`src/hdl/rrts_pkg.sv`:
```
// shared types, codes and sizes for the round-robin task scheduler
package rrts_pkg;

  localparam int NUM_SLOTS = 16;
  localparam int SLOT_W    = $clog2(NUM_SLOTS);
  localparam int ID_W      = 4;
  localparam int PRIO_W    = 8;
  localparam int STATUS_W  = 3;
  localparam int REQ_W     = 3;
  localparam int CODE_W    = 2;

  localparam logic [PRIO_W-1:0] KERNEL_PRIORITY = PRIO_W'(31);

  // request types
  localparam logic [REQ_W-1:0] REQ_CREATE   = 3'd0;
  localparam logic [REQ_W-1:0] REQ_CANCEL   = 3'd1;
  localparam logic [REQ_W-1:0] REQ_SCHEDULE = 3'd2;
  localparam logic [REQ_W-1:0] REQ_SWITCH   = 3'd3;
  localparam logic [REQ_W-1:0] REQ_BLOCK    = 3'd4;
  localparam logic [REQ_W-1:0] REQ_UNBLOCK  = 3'd5;

  // result codes
  localparam logic [CODE_W-1:0] RES_OK      = 2'd0;
  localparam logic [CODE_W-1:0] RES_SLOT    = 2'd1;
  localparam logic [CODE_W-1:0] RES_RUNNING = 2'd2;
  localparam logic [CODE_W-1:0] RES_QUEUED  = 2'd3;

  // task status codes
  localparam logic [STATUS_W-1:0] ST_RUNNING = 3'd0;
  localparam logic [STATUS_W-1:0] ST_READY   = 3'd1;

  typedef logic [SLOT_W-1:0] slot_t;

  typedef enum logic [1:0] {
    Q_NONE,
    Q_REMOVE,
    Q_PUSH_HEAD,
    Q_PUSH_TAIL
  } q_op_e;

  typedef struct packed {
    q_op_e op;
    slot_t id;
  } q_cmd_t;

  typedef struct packed {
    logic  occ;
    slot_t id;
  } q_entry_t;

  typedef struct packed {
    logic  empty;
    logic  full;
    logic  found;
    slot_t head;
  } q_stat_t;

  typedef struct packed {
    logic                val_set;
    logic                val_clr;
    logic                st_we;
    logic [STATUS_W-1:0] status;
    logic                pr_we;
    logic [PRIO_W-1:0]   prio;
    logic                tk_we;
    logic [PRIO_W-1:0]   ticks;
    slot_t               addr;
  } slot_wr_t;

  typedef struct packed {
    logic  en;
    slot_t addr;
  } slot_rd_t;

  typedef struct packed {
    logic [STATUS_W-1:0] status;
    logic [PRIO_W-1:0]   prio;
    logic [PRIO_W-1:0]   ticks;
  } slot_data_t;

endpackage

```
`src/hdl/rrts_queue_cell.sv`:
```
// one position of the ready queue, shifting toward head or tail with its neighbors
module rrts_queue_cell (
  input  logic              clk_i,
  input  logic              rst_ni,
  input  rrts_pkg::q_cmd_t   cmd_i,
  input  rrts_pkg::q_entry_t left_i,
  input  logic              left_hit_i,
  input  rrts_pkg::q_entry_t right_i,
  output rrts_pkg::q_entry_t ent_o,
  output logic              hit_o
);

  rrts_pkg::q_entry_t ent_q, ent_d;
  logic               match;

  assign match = ent_q.occ && (ent_q.id == cmd_i.id);
  // a match here or anywhere toward the head
  assign hit_o = left_hit_i | match;
  assign ent_o = ent_q;

  always_comb begin
    ent_d = ent_q;
    unique case (cmd_i.op)
      rrts_pkg::Q_NONE: begin
      end
      rrts_pkg::Q_REMOVE: begin
        if (hit_o) begin
          ent_d = right_i;
        end
      end
      rrts_pkg::Q_PUSH_HEAD: begin
        ent_d = left_i;
      end
      rrts_pkg::Q_PUSH_TAIL: begin
        // first free position takes the new item
        if (!ent_q.occ && left_i.occ) begin
          ent_d.occ = 1'b1;
          ent_d.id  = cmd_i.id;
        end
      end
    endcase
  end

  always_ff @(posedge clk_i or negedge rst_ni) begin
    if (!rst_ni) begin
      ent_q <= '0;
    end else begin
      ent_q <= ent_d;
    end
  end

endmodule

```
`src/hdl/rrts_ready_queue.sv`:
```
// ready queue built as a row of cells, head at cell zero
module rrts_ready_queue (
  input  logic             clk_i,
  input  logic             rst_ni,
  input  rrts_pkg::q_cmd_t  cmd_i,
  output rrts_pkg::q_stat_t stat_o
);

  rrts_pkg::q_entry_t             ent   [rrts_pkg::NUM_SLOTS];
  rrts_pkg::q_entry_t             left  [rrts_pkg::NUM_SLOTS];
  rrts_pkg::q_entry_t             right [rrts_pkg::NUM_SLOTS];
  logic [rrts_pkg::NUM_SLOTS-1:0] hit;
  logic [rrts_pkg::NUM_SLOTS-1:0] left_hit;

  for (genvar i = 0; i < rrts_pkg::NUM_SLOTS; i++) begin : g_cell
    if (i == 0) begin : g_head
      // head sees the new id as an occupied left neighbor
      assign left[i].occ = 1'b1;
      assign left[i].id  = cmd_i.id;
      assign left_hit[i] = 1'b0;
    end else begin : g_mid
      assign left[i]     = ent[i-1];
      assign left_hit[i] = hit[i-1];
    end
    if (i == rrts_pkg::NUM_SLOTS - 1) begin : g_tail
      assign right[i] = '0;
    end else begin : g_inner
      assign right[i] = ent[i+1];
    end

    rrts_queue_cell u_cell (
      .clk_i      (clk_i),
      .rst_ni     (rst_ni),
      .cmd_i      (cmd_i),
      .left_i     (left[i]),
      .left_hit_i (left_hit[i]),
      .right_i    (right[i]),
      .ent_o      (ent[i]),
      .hit_o      (hit[i])
    );
  end

  assign stat_o.empty = !ent[0].occ;
  assign stat_o.full  = ent[rrts_pkg::NUM_SLOTS-1].occ;
  assign stat_o.found = hit[rrts_pkg::NUM_SLOTS-1];
  assign stat_o.head  = ent[0].id;

endmodule

```
`src/hdl/rrts_slot_table.sv`:
```
// per-slot valid bits and status, priority and slice memories
module rrts_slot_table (
  input  logic                           clk_i,
  input  logic                           rst_ni,
  input  rrts_pkg::slot_wr_t              wr_i,
  input  rrts_pkg::slot_rd_t              rd_i,
  output rrts_pkg::slot_data_t            rd_data_o,
  output logic [rrts_pkg::NUM_SLOTS-1:0] valid_o
);

  logic [rrts_pkg::NUM_SLOTS-1:0] valid_q;
  logic [rrts_pkg::NUM_SLOTS-1:0] st_wr_q, pr_wr_q, tk_wr_q;

  logic [rrts_pkg::STATUS_W-1:0] st_mem [rrts_pkg::NUM_SLOTS];
  logic [rrts_pkg::PRIO_W-1:0]   pr_mem [rrts_pkg::NUM_SLOTS];
  logic [rrts_pkg::PRIO_W-1:0]   tk_mem [rrts_pkg::NUM_SLOTS];

  logic [rrts_pkg::STATUS_W-1:0] st_rd_q;
  logic [rrts_pkg::PRIO_W-1:0]   pr_rd_q, tk_rd_q;
  logic                          st_ok_q, pr_ok_q, tk_ok_q, first_q;
  logic [rrts_pkg::PRIO_W-1:0]   rst_val;

  always_ff @(posedge clk_i or negedge rst_ni) begin
    if (!rst_ni) begin
      valid_q <= rrts_pkg::NUM_SLOTS'(1);
      st_wr_q <= '0;
      pr_wr_q <= '0;
      tk_wr_q <= '0;
    end else begin
      if (wr_i.val_set) begin
        valid_q[wr_i.addr] <= 1'b1;
      end else if (wr_i.val_clr) begin
        valid_q[wr_i.addr] <= 1'b0;
      end
      if (wr_i.st_we) begin
        st_wr_q[wr_i.addr] <= 1'b1;
      end
      if (wr_i.pr_we) begin
        pr_wr_q[wr_i.addr] <= 1'b1;
      end
      if (wr_i.tk_we) begin
        tk_wr_q[wr_i.addr] <= 1'b1;
      end
    end
  end

  always_ff @(posedge clk_i) begin
    if (wr_i.st_we) begin
      st_mem[wr_i.addr] <= wr_i.status;
    end
    if (wr_i.pr_we) begin
      pr_mem[wr_i.addr] <= wr_i.prio;
    end
    if (wr_i.tk_we) begin
      tk_mem[wr_i.addr] <= wr_i.ticks;
    end
  end

  always_ff @(posedge clk_i) begin
    if (rd_i.en) begin
      st_rd_q <= st_mem[rd_i.addr];
      pr_rd_q <= pr_mem[rd_i.addr];
      tk_rd_q <= tk_mem[rd_i.addr];
      st_ok_q <= st_wr_q[rd_i.addr];
      pr_ok_q <= pr_wr_q[rd_i.addr];
      tk_ok_q <= tk_wr_q[rd_i.addr];
      first_q <= (rd_i.addr == '0);
    end
  end

  // unwritten entries read as their reset value, slot zero starts at kernel priority
  assign rst_val = first_q ? rrts_pkg::KERNEL_PRIORITY : '0;

  assign rd_data_o.status = st_ok_q ? st_rd_q : '0;
  assign rd_data_o.prio   = pr_ok_q ? pr_rd_q : rst_val;
  assign rd_data_o.ticks  = tk_ok_q ? tk_rd_q : rst_val;
  assign valid_o          = valid_q;

endmodule

```
`src/hdl/round_robin_task_scheduler.sv`:
```
// the path from item accept to result valid depends on request type
// (block takes longest: status write, schedule, queue rotate, pick, switch, slice read)
// one item at a time: in_stall_o is high until the sequencer is back in idle; the slot memory
// read port and the queue cell row each take one operation per cycle
// reset: task 0 valid and running with priority 31, queue empty, no clearing pass
// top level: request sequencer over the slot table and the ready queue cell row
module round_robin_task_scheduler (
  input  logic                          clk_i,
  input  logic                          rst_ni,
  input  logic                          in_valid_i,
  output logic                          in_stall_o,
  input  logic [rrts_pkg::REQ_W-1:0]    req_type_i,
  input  logic [rrts_pkg::ID_W-1:0]     task_id_i,
  input  logic [rrts_pkg::PRIO_W-1:0]   priority_req_i,
  input  logic [rrts_pkg::STATUS_W-1:0] block_status_i,
  output logic                          out_valid_o,
  input  logic                          out_stall_i,
  output logic [rrts_pkg::CODE_W-1:0]   result_code_o,
  output logic [rrts_pkg::ID_W-1:0]     current_id_o,
  output logic [rrts_pkg::ID_W-1:0]     next_id_o,
  output logic                          switched_o,
  output logic [rrts_pkg::ID_W-1:0]     previous_id_o,
  output logic [rrts_pkg::PRIO_W-1:0]   slice_ticks_o
);

  localparam logic [3:0] S_IDLE      = 4'd0;
  localparam logic [3:0] S_EXEC      = 4'd1;
  localparam logic [3:0] S_SCHED_RD  = 4'd2;
  localparam logic [3:0] S_SCHED     = 4'd3;
  localparam logic [3:0] S_TAIL      = 4'd4;
  localparam logic [3:0] S_PICK      = 4'd5;
  localparam logic [3:0] S_SWITCH    = 4'd6;
  localparam logic [3:0] S_UNBLK     = 4'd7;
  localparam logic [3:0] S_PUSH_HEAD = 4'd8;
  localparam logic [3:0] S_RD_TICKS  = 4'd9;
  localparam logic [3:0] S_OUT       = 4'd10;

  logic [3:0]                    state_q, state_d;
  logic [rrts_pkg::REQ_W-1:0]    req_q, req_d;
  logic [rrts_pkg::ID_W-1:0]     id_q, id_d;
  logic [rrts_pkg::PRIO_W-1:0]   prio_q, prio_d;
  logic [rrts_pkg::STATUS_W-1:0] bst_q, bst_d;
  rrts_pkg::slot_t               prev_q, prev_d;
  rrts_pkg::slot_t               running_q, running_d;
  rrts_pkg::slot_t               chosen_q, chosen_d;
  logic [rrts_pkg::CODE_W-1:0]   code_q, code_d;
  logic                          sw_q, sw_d;
  logic                          out_valid_q, out_valid_d;
  logic                          out_load;

  logic [rrts_pkg::CODE_W-1:0]   res_code_q;
  rrts_pkg::slot_t               res_cur_q, res_next_q, res_prev_q;
  logic                          res_sw_q;
  logic [rrts_pkg::PRIO_W-1:0]   res_ticks_q;

  rrts_pkg::q_cmd_t               q_cmd;
  rrts_pkg::q_stat_t              q_stat;
  rrts_pkg::slot_wr_t             slot_wr;
  rrts_pkg::slot_rd_t             slot_rd;
  rrts_pkg::slot_data_t           slot_data;
  logic [rrts_pkg::NUM_SLOTS-1:0] slot_valid;

  rrts_pkg::slot_t slot_idx;
  logic            in_range;
  logic            id_ok;
  logic [3:0]      after_sched;

  assign slot_idx    = rrts_pkg::SLOT_W'(id_q);
  assign in_range    = int'(id_q) < rrts_pkg::NUM_SLOTS;
  assign id_ok       = in_range && slot_valid[slot_idx];
  assign after_sched = (req_q == rrts_pkg::REQ_BLOCK) ? S_SWITCH : S_RD_TICKS;
  assign in_stall_o  = (state_q != S_IDLE);

  rrts_slot_table u_slots (
    .clk_i     (clk_i),
    .rst_ni    (rst_ni),
    .wr_i      (slot_wr),
    .rd_i      (slot_rd),
    .rd_data_o (slot_data),
    .valid_o   (slot_valid)
  );

  rrts_ready_queue u_queue (
    .clk_i  (clk_i),
    .rst_ni (rst_ni),
    .cmd_i  (q_cmd),
    .stat_o (q_stat)
  );

  always_comb begin
    state_d     = state_q;
    req_d       = req_q;
    id_d        = id_q;
    prio_d      = prio_q;
    bst_d       = bst_q;
    prev_d      = prev_q;
    running_d   = running_q;
    chosen_d    = chosen_q;
    code_d      = code_q;
    sw_d        = sw_q;
    out_valid_d = out_valid_q && out_stall_i;
    out_load    = 1'b0;
    q_cmd.op    = rrts_pkg::Q_NONE;
    q_cmd.id    = running_q;
    slot_wr     = '0;
    slot_rd     = '0;

    unique case (state_q)
      S_IDLE: begin
        if (in_valid_i) begin
          req_d   = req_type_i;
          id_d    = task_id_i;
          prio_d  = priority_req_i;
          bst_d   = block_status_i;
          prev_d  = running_q;
          code_d  = rrts_pkg::RES_OK;
          sw_d    = 1'b0;
          state_d = S_EXEC;
        end
      end

      S_EXEC: begin
        unique case (req_q)
          rrts_pkg::REQ_CREATE: begin
            if (!in_range || slot_valid[slot_idx]) begin
              code_d  = rrts_pkg::RES_SLOT;
              state_d = S_RD_TICKS;
            end else begin
              slot_wr.addr    = slot_idx;
              slot_wr.val_set = 1'b1;
              slot_wr.st_we   = 1'b1;
              slot_wr.status  = rrts_pkg::ST_READY;
              slot_wr.pr_we   = 1'b1;
              slot_wr.prio    = prio_q;
              slot_wr.tk_we   = 1'b1;
              slot_wr.ticks   = prio_q;
              q_cmd.op        = rrts_pkg::Q_REMOVE;
              q_cmd.id        = slot_idx;
              state_d         = S_PUSH_HEAD;
            end
          end
          rrts_pkg::REQ_CANCEL: begin
            state_d = S_RD_TICKS;
            if (!id_ok) begin
              code_d = rrts_pkg::RES_SLOT;
            end else if (slot_idx == running_q) begin
              code_d = rrts_pkg::RES_RUNNING;
            end else begin
              q_cmd.op        = rrts_pkg::Q_REMOVE;
              q_cmd.id        = slot_idx;
              slot_wr.addr    = slot_idx;
              slot_wr.val_clr = 1'b1;
              slot_wr.st_we   = 1'b1;
              slot_wr.pr_we   = 1'b1;
              slot_wr.tk_we   = 1'b1;
              if (chosen_q == slot_idx) begin
                chosen_d = running_q;
              end
            end
          end
          rrts_pkg::REQ_SCHEDULE: begin
            slot_rd.en   = 1'b1;
            slot_rd.addr = running_q;
            state_d      = S_SCHED;
          end
          rrts_pkg::REQ_SWITCH: begin
            state_d = S_SWITCH;
          end
          rrts_pkg::REQ_BLOCK: begin
            slot_wr.addr   = running_q;
            slot_wr.st_we  = 1'b1;
            slot_wr.status = bst_q;
            state_d        = S_SCHED_RD;
          end
          rrts_pkg::REQ_UNBLOCK: begin
            if (!id_ok) begin
              code_d  = rrts_pkg::RES_SLOT;
              state_d = S_RD_TICKS;
            end else begin
              slot_rd.en   = 1'b1;
              slot_rd.addr = slot_idx;
              state_d      = S_UNBLK;
            end
          end
          default: begin
            state_d = S_RD_TICKS;
          end
        endcase
      end

      S_SCHED_RD: begin
        slot_rd.en   = 1'b1;
        slot_rd.addr = running_q;
        state_d      = S_SCHED;
      end

      S_SCHED: begin
        slot_wr.addr = running_q;
        if (slot_data.status == rrts_pkg::ST_RUNNING) begin
          // slice expiry: reload, then rotate to the tail if anyone else waits
          slot_wr.tk_we = 1'b1;
          slot_wr.ticks = slot_data.prio;
          if (q_stat.empty) begin
            state_d = after_sched;
          end else begin
            q_cmd.op       = rrts_pkg::Q_REMOVE;
            slot_wr.st_we  = 1'b1;
            slot_wr.status = rrts_pkg::ST_READY;
            state_d        = S_TAIL;
          end
        end else begin
          q_cmd.op = rrts_pkg::Q_REMOVE;
          state_d  = S_PICK;
        end
      end

      S_TAIL: begin
        if (!q_stat.full) begin
          q_cmd.op = rrts_pkg::Q_PUSH_TAIL;
        end
        state_d = S_PICK;
      end

      S_PICK: begin
        if (!q_stat.empty) begin
          chosen_d       = q_stat.head;
          slot_wr.addr   = q_stat.head;
          slot_wr.st_we  = 1'b1;
          slot_wr.status = rrts_pkg::ST_RUNNING;
        end
        state_d = after_sched;
      end

      S_SWITCH: begin
        q_cmd.id = chosen_q;
        if (running_q != chosen_q) begin
          q_cmd.op  = rrts_pkg::Q_REMOVE;
          running_d = chosen_q;
          sw_d      = 1'b1;
        end
        state_d = S_RD_TICKS;
      end

      S_UNBLK: begin
        q_cmd.id = slot_idx;
        if (slot_data.status == rrts_pkg::ST_READY ||
            slot_data.status == rrts_pkg::ST_RUNNING) begin
          state_d = S_RD_TICKS;
        end else if (q_stat.found) begin
          code_d  = rrts_pkg::RES_QUEUED;
          state_d = S_RD_TICKS;
        end else begin
          state_d = S_PUSH_HEAD;
        end
      end

      S_PUSH_HEAD: begin
        q_cmd.id = slot_idx;
        if (!q_stat.full) begin
          q_cmd.op = rrts_pkg::Q_PUSH_HEAD;
        end
        slot_wr.addr   = slot_idx;
        slot_wr.st_we  = 1'b1;
        slot_wr.status = rrts_pkg::ST_READY;
        state_d        = S_RD_TICKS;
      end

      S_RD_TICKS: begin
        slot_rd.en   = 1'b1;
        slot_rd.addr = running_q;
        state_d      = S_OUT;
      end

      S_OUT: begin
        if (!out_valid_q || !out_stall_i) begin
          out_load    = 1'b1;
          out_valid_d = 1'b1;
          state_d     = S_IDLE;
        end
      end

      default: begin
        state_d = S_IDLE;
      end
    endcase
  end

  always_ff @(posedge clk_i or negedge rst_ni) begin
    if (!rst_ni) begin
      state_q     <= S_IDLE;
      req_q       <= '0;
      id_q        <= '0;
      prio_q      <= '0;
      bst_q       <= '0;
      prev_q      <= '0;
      running_q   <= '0;
      chosen_q    <= '0;
      code_q      <= rrts_pkg::RES_OK;
      sw_q        <= 1'b0;
      out_valid_q <= 1'b0;
    end else begin
      state_q     <= state_d;
      req_q       <= req_d;
      id_q        <= id_d;
      prio_q      <= prio_d;
      bst_q       <= bst_d;
      prev_q      <= prev_d;
      running_q   <= running_d;
      chosen_q    <= chosen_d;
      code_q      <= code_d;
      sw_q        <= sw_d;
      out_valid_q <= out_valid_d;
    end
  end

  always_ff @(posedge clk_i) begin
    if (out_load) begin
      res_code_q  <= code_q;
      res_cur_q   <= running_q;
      res_next_q  <= chosen_q;
      res_sw_q    <= sw_q;
      res_prev_q  <= prev_q;
      res_ticks_q <= slot_data.ticks;
    end
  end

  assign out_valid_o   = out_valid_q;
  assign result_code_o = res_code_q;
  assign current_id_o  = rrts_pkg::ID_W'(res_cur_q);
  assign next_id_o     = rrts_pkg::ID_W'(res_next_q);
  assign switched_o    = res_sw_q;
  assign previous_id_o = rrts_pkg::ID_W'(res_prev_q);
  assign slice_ticks_o = res_ticks_q;

endmodule
```
`config.mk`:
```
export PLATFORM = sky130hd
export DESIGN_NAME = round_robin_task_scheduler
export DESIGN_NICKNAME = d
export VERILOG_FILES = /design/src/hdl/rrts_pkg.sv /design/src/hdl/rrts_queue_cell.sv /design/src/hdl/rrts_ready_queue.sv /design/src/hdl/rrts_slot_table.sv /design/src/hdl/round_robin_task_scheduler.sv
export SDC_FILE = /design/constraint.sdc
export NUM_CORES = 1
export LEC_CHECK = 0
export ABC_AREA = 1
export BUFFER_PORTS_ARGS = -buffer_cell sky130_fd_sc_hd__buf_2
export CORE_ASPECT_RATIO = 1.4
export CORE_MARGIN = 5
export CORE_UTILIZATION = 40
export DETAILED_ROUTE_END_ITERATION = 8
export PLACE_DENSITY = 0.57
export SKIP_CTS_REPAIR_TIMING = 1
export SYNTH_ARGS = -nofsm -noshare
export SYNTH_HDL_FRONTEND = slang
export SYNTH_SLANG_ARGS = --single-unit
export TNS_END_PERCENT = 20
```
`constraint.sdc`:
```
create_clock -name clk_i -period 4.4 [get_ports clk_i]
set_input_delay 0.88 -clock clk_i [delete_from_list [all_inputs] [get_ports clk_i]]
set_output_delay 0.88 -clock clk_i [all_outputs]
set_load 0.05 [all_outputs]
```
==> results_dict.tcl, run 1 <==
set metrics [dict create \
    status "completed" \
    ios 47 \
    cts_tree "done" \
    hold_viol 0 \
    firstDrtPassIters 6 \
    synth_edf_count 350 \
    crit_path_end_kind "register" \
    clockPowerShare 0.255 \
    via_per_inst 5.59 \
    synth_fp_nets 2377 \
    ys.flop_type "edfxtp_1" \
    ctsHtreeMaxLevel 2 \
    worstRegToRegCells 27 \
    place_congestion 0.967 \
    reg2reg_slack_ns 0.51 \
    num_vias 18000 \
    grt_usage 0.209 \
    intPower_uw 10400 \
    grt_pass1_vias 18100 \
    tns_ns 0 \
    rsz0062_at_grt "false" \
    skew_ns 0.0208 \
    ys.warnings.count 0 \
    synthArstFlopShare 0.342 \
    routed_wl_um 68800 \
    n_antenna_cell 0 \
    core_mm2 0.0595 \
    maxCapViolCount 0 \
    min_period_over_period 0.885 \
    synth_top_family_by_area "compound AO/OA/AOI/OAI gates" \
    syn2layout_area_growth_pct 13.1 \
    drive_above_1_share 0.130 \
    min-delay-path-class "in -> async" \
    grt_remaining_overflow 0 \
    dpl.hpwl_um 46200 \
    startpoint_type "register" \
    die_w_um 217 \
    clockBufferDepth 3 \
    seq_area_mm2 0.0151 \
    power_frac_comb 0.349 \
    ys_seq_area_frac 0.628 \
    yosys.area_share.simple 0.149 \
    finalNetCount 2450 \
    syn_area_mm2 0.0240 \
    std_cell_rows 106 \
    arrival_ns 4.38 \
    whs_ns 0.375 \
    syn_inst 2353 \
    synth_mux_area_frac 0.000469 \
    clock_tree.root_cell "clkbuf_16" \
    numPortBuffers 46 \
    insertion_delay_ns 0.61 \
    crit_type "reg -> reg" \
    n_fill_cell 5531 \
    cts_sinks 532 \
    cp.required_ns 4.88 \
    avgSynthCellArea_um2 10.2 \
    antenna_found_initial 0 \
    max_freq_mhz 257 \
    clk_pin_slew_ns 0.06 \
    ys_types 59 \
    synth_xor_xnor_area_share 0.0153 \
    switchingPower_uw 6740 \
    start_util 0.403 \
    ant_nets 0 \
    netSwitchingFraction 0.393 \
    worst_slew_pin_slew_ns 1.20 \
    crit_fanout 19 \
    drc_errors 0 \
    grt_start_max_net_pins 177 \
    synth-adder-area-share 0.00104 \
    dieArea_mm2 0.0651 \
    grt_pass1_wl_um 107000 \
    power_density_mw_per_mm2 632 \
    vdd_ir_drop_max_mv 0.411 \
    finalSetupViolCount 0 \
    multi_input_area_mm2 0.00776 \
    seq_power_share 0.397 \
    dieHeight_um 300 \
    synth_compound_area_frac 0.156 \
    report.final.slew_viol_count 0 \
    tritoncts.num_buffers 51 \
    final.min_clock_period_ns 3.89 \
    dr.first_iter.drc_count 1285 \
    wl_per_cell_um 21.3 \
    max_slew_margin 0.196 \
    p_leak_uw 0.0108 \
    synth_seq_cells 532 \
]
==> cell type report <==
type,count,share of cell area
clock buffer,70,0.0530
tap,756,0.0348
sequential,532,0.555
timing repair buffer,138,0.0366
multi-input combinational,1511,0.286
inverter,192,0.0267
clock inverter,25,0.00797
==> layout by cell type (no fill, tap or decap), drive strengths merged, types with 29 or more instances in the layout <==
| cell | count |
|---|---|
| nand4 | 29 |
| nand2 | 343 |
| o221ai | 32 |
| dfrtp | 181 |
| a21oi | 66 |
| edfxtp | 350 |
| inv | 193 |
| nand3 | 88 |
| nor2 | 303 |
| xor2 | 38 |
| o22ai | 94 |
| or2 | 30 |
| o21ai | 398 |
| clkbuf | 71 |
| buf | 137 |
==> layer usage <==
layer	global-route usage	vias up	part of all wire
met1	0.248	8873	0.38
met4	0.0832	0	0.040
met5	0	-	0
li1	-	8424	-
met2	0.381	569	0.53
met3	0.0285	160	0.048
==> critical path, cell delays in order, from the launching register on <==
cell and delay [ns]:
dfrtp_1 0.61, inv_4 0.13, nand3_1 0.13, nand3_1 0.10, nand3_2 0.17, nand2_4 0.10
nand2_2 0.09, nand2_1 0.05, nand2_1 0.05, nand2_1 0.05, nand2_1 0.07, nand2_2 0.09
nand2_2 0.32, nand2_1 0.09, nand3_1 0.09, nor2_1 0.05, nand2_2 0.08, nand3_1 0.10
nor2_1 0.20, nand4_1 0.15, nor2_1 0.15, nand4_1 0.12, nor2_1 0.16, nand4_1 0.25
nand2_1 0.20, nand2_1 0.08, nand2_1 0.07, nand2_1 0.04
==> power groups by stage <==
stage	Clock (uW)	Combinational (uW)	Sequential [uW]
finish	4370	5980	6800
global route	4660	6650	6860
CTS	4460	5990	6790
detailed placement	0	5970	6880
global placement	0	5910	6880
floorplan	0	4220	6700
==> registers in the layout, summed over array words and instances, names as in the netlist, 8 cells and up, named ones only <==
| signal | cells |
|---|---|
| u_slots.pr_rd_q | 8 |
| u_slots.pr_wr_q | 16 |
| u_slots.st_wr_q | 16 |
| prio_q | 8 |
| u_slots.tk_rd_q | 8 |
| slice_ticks_o | 8 |
| u_slots.pr_mem | 128 |
| u_queue.g_cell.u_cell.ent_o | 80 |
| u_slots.tk_wr_q | 16 |
| u_slots.tk_mem | 128 |
| u_slots.st_mem | 48 |
==> path summary, 6_finish.rpt <==
| kind | start | to |
|---|---|---|
| min | rst_ni | req_q[1] |
| max reg2reg | id_q[1] | code_q[0] |
| min in group clk_i | u_slots.pr_wr_q[1] | u_slots.pr_wr_q[1] |
| max in group asynchronous | rst_ni | u_queue.g_cell[7].u_cell.ent_o[3] |
| min reg2reg | u_slots.pr_wr_q[1] | u_slots.pr_wr_q[1] |
| max | id_q[1] | code_q[0] |
==> cells in the mapped netlist (6+ instances only) <==
cell / count / share of area
o21ai_0: 383 / 0.080
edfxtp_1: 350 / 0.44
nand2_1: 324 / 0.051
nor2_1: 297 / 0.046
dfrtp_1: 181 / 0.19
inv_1: 173 / 0.027
clkbuf_1: 97 / 0.015
o22ai_1: 94 / 0.025
nand3_1: 79 / 0.016
a21oi_1: 63 / 0.013
xor2_1: 38 / 0.014
o221ai_1: 32 / 0.012
or2_2: 30 / 0.0078
nand4_1: 25 / 0.0065
a221oi_1: 21 / 0.0077
nand2_2: 17 / 0.0044
o211ai_1: 17 / 0.0053
inv_2: 16 / 0.0025
o21ai_1: 14 / 0.0029
a22oi_1: 9 / 0.0028
buf_1: 8 / 0.0013
nor3_1: 8 / 0.0017
buf_2: 6 / 0.0013
nand3_2: 6 / 0.0025
nor4_1: 6 / 0.0016
==> stage by stage <==
step / std cells / util / cell area, um^2 / setup slack, ns / power (uW)
floorplan: 2353 / - / 24000 / 1.51 / 10900
global placement: 3129 / 0.428 / 25500 / 0.550 / 12800
detailed placement: 3129 / 0.428 / 25500 / 0.524 / 12900
CTS: 3224 / 0.456 / 27100 / 0.497 / 17200
global route: 3224 / 0.456 / 27100 / 0.0618 / 18200
finish: 3224 / 0.456 / 27100 / 0.507 / 17100
==> logic make-up (layout without fill, tap and decap cells) <==
| logic type | count (synthesis) | in the layout |
|---|---|---|
| AND/OR/NAND/NOR | 811 | 811 |
| adder cells (fa/ha/maj) | 2 | 2 |
| XOR/XNOR | 42 | 42 |
| flip-flops | 532 | 532 |
| AO/OA/AOI/OAI | 655 | 655 |
| buffers and inverters | 310 | 425 |
| multiplexers | 1 | 1 |
Note: power is estimated with default switching activity, not from simulation.
==> inputs of run 2 (changes only) <==
Settings changed: CORE_UTILIZATION 40 to 55, PLACE_DENSITY 0.57 to 0.73.
==> run 2 against run 1 <==
  * Clock-buffer cell count fell by 10
  * Sequential cell count did not move
  * First-iteration DRC count rose by 37%
  * Register-to-register slack improved by 0.06 ns
  * Critical path type unchanged
==> results_dict.tcl, run 2 (synthesized netlist as in run 1, its figures left out) <==
set metrics [dict create \
    firstDrtPassIters 6 \
    n_antenna_cell 0 \
    grt_start_max_net_pins 196 \
    routed_wl_um 64100 \
    hold_viol 0 \
    tritoncts.num_buffers 48 \
    grt_usage 0.262 \
    dieArea_mm2 0.0480 \
    core_mm2 0.0431 \
    insertion_delay_ns 0.59 \
    clock_tree.root_cell "clkbuf_16" \
    power_frac_comb 0.343 \
    r2r_start "id_q[1]" \
    finalSetupViolCount 0 \
    dp_slack_ns 0.583 \
    place_area_mm2 0.0251 \
    multi_input_area_mm2 0.00776 \
    ctsHtreeMaxLevel 2 \
    grt_busiest_layer "met2" \
    numPortBuffers 46 \
    num_vias 18300 \
    clockBufferDepth 3 \
    finalNetCount 2431 \
    rsz0062_at_grt "false" \
    std_cell_rows 90 \
    maxCapViolCount 0 \
    power_density_mw_per_mm2 640 \
    tns_ns 0 \
    final.min_clock_period_ns 3.83 \
    grt_pass1_wl_um 101000 \
    drc_errors 0 \
    dpl.hpwl_um 42400 \
    worst_slack_ns 0.570 \
    crit_fanout 19 \
    ios 47 \
    max_slew_margin 0.191 \
    crit_type "reg -> reg" \
    startpoint_type "register" \
    grt_use_met2 0.470 \
    seq_power_share 0.396 \
    dr.first_iter.drc_count 1761 \
    switchingPower_uw 6630 \
    grt_pass1_vias 18300 \
    netSwitchingFraction 0.386 \
    start_util 0.556 \
    p_leak_uw 0.0107 \
    dieHeight_um 257 \
    skew_ns 0.0198 \
    drive_above_1_share 0.124 \
    crit_start "id_q[1]" \
    via_per_inst 6.09 \
    worstRegToRegCells 25 \
    die_w_um 187 \
    status "completed" \
    grt_remaining_overflow 0 \
    min_period_over_period 0.870 \
    cp.required_ns 4.88 \
    grt_use_met1 0.318 \
    crit_path_end_kind "register" \
    final_cell_mix "o21ai_0 (383), edfxtp_1 (350), nand2_1 (323), nor2_1 (295), dfrtp_1 (181)" \
    seq_area_mm2 0.0151 \
    intPower_uw 10500 \
    report.final.slew_viol_count 0 \
    use_met3 0.0363 \
    n_fill_cell 3384 \
    reg2reg_slack_ns 0.57 \
    wl_per_cell_um 21.4 \
    place_congestion 0.937 \
    antenna_found_initial 0 \
    cts_tree "done" \
    rr_endpoint "code_q[0]" \
    arrival_ns 4.31 \
    cts_sinks 532 \
    clk_pin_slew_ns 0.07 \
    max_freq_mhz 261 \
    clockPowerShare 0.262 \
    min-delay-path-class "in -> async" \
    worst_slew_pin_slew_ns 1.21 \
    ant_nets 0 \
    final_common_cell "o21ai_0" \
    vdd_ir_drop_max_mv 0.465 \
    finalInstanceArea_mm2 0.0268 \
    syn2layout_area_growth_pct 11.7 \
]
run 2: cell count changes in the layout (fill, tap and decap cells not counted), sizes merged:
cell      before  now
clkinvlp       4    2
clkinv        18   19
bufinv         2    9
buf          137  121
inv          193  192
clkbuf        71   61
run 2: layer usage:
layer | vias to the layer above | share of wire
met5 | - | 0
met4 | 0 | 0.041
met3 | 151 | 0.061
met2 | 808 | 0.52
met1 | 8907 | 0.38
li1 | 8398 | -
run 2: worst max path at each step:
stage                                         endpoint  slack (ns)  depth (start not counted)
finish                                       code_q[0]        0.57                         25
global route                                 code_q[1]        0.18                         25
CTS                                          code_q[0]        0.56                         25
detailed placement                           code_q[0]        0.58                         25
global placement                             code_q[1]        0.66                         25
floorplan           u_queue.g_cell[13].u_cell.ent_o[2]        1.51                         24
run 2: cell type report:
type                            count  share of cell area
Timing Repair Buffer              122              0.0325
Clock buffer                       60              0.0476
Tap cell                          552              0.0258
Multi-Input combinational cell   1511               0.290
Inverter                          192              0.0271
Sequential cell                   532               0.562
Clock inverter                     30              0.0157
run 2: critical path, cell delays in order, from the launching register on:
cell	delay [ns]
dfrtp_1	0.58
inv_4	0.12
nand3_1	0.13
nand3_1	0.10
nand3_2	0.16
nand3_1	0.17
nand2_2	0.15
nand2_1	0.06
nand2_1	0.09
nand2_2	0.11
nand3_4	0.29
nand2_1	0.09
nand2_1	0.07
nor2_1	0.05
nand2_2	0.10
nand3_1	0.11
nor2_1	0.20
nand4_1	0.14
nor2_1	0.15
nand4_1	0.13
nor2_1	0.12
nand4_1	0.24
nand2_1	0.19
nand2_1	0.08
nand2_1	0.07
nand2_1	0.05
run 2: through the flow:
step	util	hold WS, ns	total power (uW)	cells
floorplan	-	0.423	10900	2353
global placement	0.582	0.436	12500	2909
detailed placement	0.582	0.433	12700	2909
CTS	0.622	0.413	17200	2999
global route	0.622	0.435	18100	2999
finish	0.622	0.391	17200	2999
run 2: power groups by stage:
stage                     clock network, uW  logic, uW  registers (uW)
after floorplan                           0       4220            6700
after global placement                    0       5680            6850
after detailed placement                  0       5800            6860
after CTS                              4560       5830            6770
after global routing                   4770       6510            6860
final                                  4490       5880            6790
==> inputs of run 3 (changes only) <==
Settings changed: RECOVER_POWER set to 50.
==> run 3 against run 2 <==
  * The run now ends with max-capacitance violations, max-slew violations left
  * Largest cell class unchanged
  * Critical path type unchanged
  * Setup slack worse by 0.046 ns
  * Clock-buffer cell count stayed put
  * Combinational power shrank 0.7%
  * Non-clock buffer count is the same
  * Register-to-register slack got worse by 0.05 ns
  * First-iteration DRC count up 6.4%
  * Final area shrank 0.42%
==> results_dict.tcl, run 3 (synthesized netlist as in run 1, its figures left out) <==
set metrics [dict create \
    power_density_mw_per_mm2 642 \
    crit_fanout 19 \
    place_congestion 0.937 \
    dpl.hpwl_um 42400 \
    crit_type "reg -> reg" \
    maxCapViolCount 2 \
    met3_length_um 4120 \
    grt_pass1_wl_um 101000 \
    p_leak_uw 0.0106 \
    report.final.slew_viol_count 122 \
    ant_nets 0 \
    grt_remaining_overflow 0 \
    die_w_um 187 \
    final.min_clock_period_ns 3.88 \
    worstRegToRegCells 25 \
    ctsHtreeMaxLevel 2 \
    core_mm2 0.0431 \
    std_cell_rows 90 \
    drive_above_1_share 0.104 \
    clk_pin_slew_ns 0.07 \
    startpoint_type "register" \
    numPortBuffers 46 \
    start_util 0.556 \
    dieArea_mm2 0.0480 \
    grt_usage 0.262 \
    wl_met2_um 33500 \
    worst_slew_pin_slew_ns 2.65 \
    grt_start_max_net_pins 196 \
    drc_errors 0 \
    dieHeight_um 257 \
    ios 47 \
    min_period_over_period 0.881 \
    finalNetCount 2431 \
    wl_per_cell_um 21.5 \
    clock_tree.root_cell "clkbuf_16" \
    num_vias 18400 \
    n_antenna_cell 0 \
    syn2layout_area_growth_pct 11.3 \
    routed_wl_um 64400 \
    hold_viol 0 \
    status "finished, violations left" \
    reg2reg_slack_ns 0.52 \
    met1_length_um 24200 \
    grt_pass1_vias 18300 \
    firstDrtPassIters 6 \
    min_from "prev_q[1]" \
    holdPathStages 0 \
    min-delay-path-class "reg -> reg" \
    skew_ns 0.0175 \
    via_per_inst 6.15 \
    violations "max-capacitance violations, max-slew violations" \
    finish.utilization 0.619 \
    holdPathEnd "previous_id_o[1]" \
    max_slew_margin -0.765 \
    dr.first_iter.drc_count 1874 \
    rsz0062_at_grt "false" \
    crit_path_end_kind "register" \
    vdd_ir_drop_max_mv 0.466 \
    rr_endpoint "code_q[0]" \
    final_common_cell "o21ai_0" \
    tns_ns 0 \
    final_cell_mix "o21ai_0 (383), edfxtp_1 (350), nand2_1 (323), nor2_1 (297), dfrtp_1 (181)" \
    antenna_found_initial 0 \
    top_layer "met4" \
    finalSetupViolCount 0 \
    max_freq_mhz 258 \
    cts_tree "done" \
    clockBufferDepth 3 \
    cp.required_ns 4.88 \
    arrival_ns 4.36 \
    cts_sinks 532 \
    insertion_delay_ns 0.59 \
    tritoncts.num_buffers 48 \
    r2r_start "id_q[1]" \
]
-- run 3: cell count changes in the layout (fill, tap and decap cells not counted), moves of 2 or more --
cell / before / now
buf_2: 45 / 20
buf_4: 71 / 55
clkbuf_1: 9 / 50
inv_1: 171 / 177
inv_2: 17 / 11
nor2_1: 295 / 297
nor2_2: 5 / 3
-- run 3: worst max path at each step --
stage	start	endpoint	slack (ns)	depth (start not counted)
floorplan	id_q[0]	u_queue.g_cell[13].u_cell.ent_o[2]	1.51	24
global placement	id_q[1]	code_q[1]	0.66	25
detailed placement	id_q[1]	code_q[0]	0.58	25
CTS	id_q[1]	code_q[0]	0.56	25
global route	state_q[1]	code_q[1]	0.17	23
finish	id_q[1]	code_q[0]	0.52	25
-- run 3: metrics by stage --
step / worst slack [ns] / std cells / instance area [um^2] / hold WS, ns / power (uW)
4_1_cts: 0.563 / 2999 / 26800 / 0.413 / 17200
3_3_place_gp: 0.659 / 2909 / 25100 / 0.436 / 12500
2_1_floorplan: 1.51 / 2353 / 24000 / 0.423 / 10900
6_report: 0.524 / 2999 / 26700 / 0.446 / 17100
5_1_grt: 0.173 / 2999 / 26700 / 0.456 / 18100
3_5_place_dp: 0.583 / 2909 / 25100 / 0.433 / 12700
-- run 3: cell type report --
type / instances / area [um^2]
clock inverter: 30 / 420
timing repair buffer: 122 / 772
fill: 3412 / 16400
sequential: 532 / 15100
multi-input combinational: 1511 / 7750
clock buffer: 60 / 1280
tap: 552 / 691
inverter: 192 / 726
-- run 3: power by group --
| group | internal [uW] | total, uW | switching, uW |
|---|---|---|---|
| combinational | 1670 | 5840 | 4170 |
| sequential | 6220 | 6810 | 586 |
| clock | 2610 | 4490 | 1880 |
| total | 10500 | 17100 | 6630 |
-- run 3: routing by layer --
metal	track usage	vias to the layer above
li1	-	8399
met1	0.318	9036
met2	0.470	847
met3	0.0363	165
met4	0.108	0
met5	0	-
-- run 3: worst max-delay path, cell delays in order, from the launching register on --
cell and delay [ns]:
dfrtp_1 0.59, inv_4 0.12, nand3_1 0.13, nand3_1 0.10
nand3_2 0.16, nand3_1 0.16, nand2_2 0.15, nand2_1 0.06
nand2_1 0.09, nand2_2 0.11, nand3_4 0.29, nand2_1 0.09
nand2_1 0.07, nor2_1 0.05, nand2_2 0.10, nand3_1 0.11
nor2_1 0.20, nand4_1 0.14, nor2_1 0.15, nand4_1 0.13
nor2_1 0.12, nand4_1 0.24, nand2_1 0.19, nand2_1 0.08
nand2_1 0.07, nand2_1 0.05
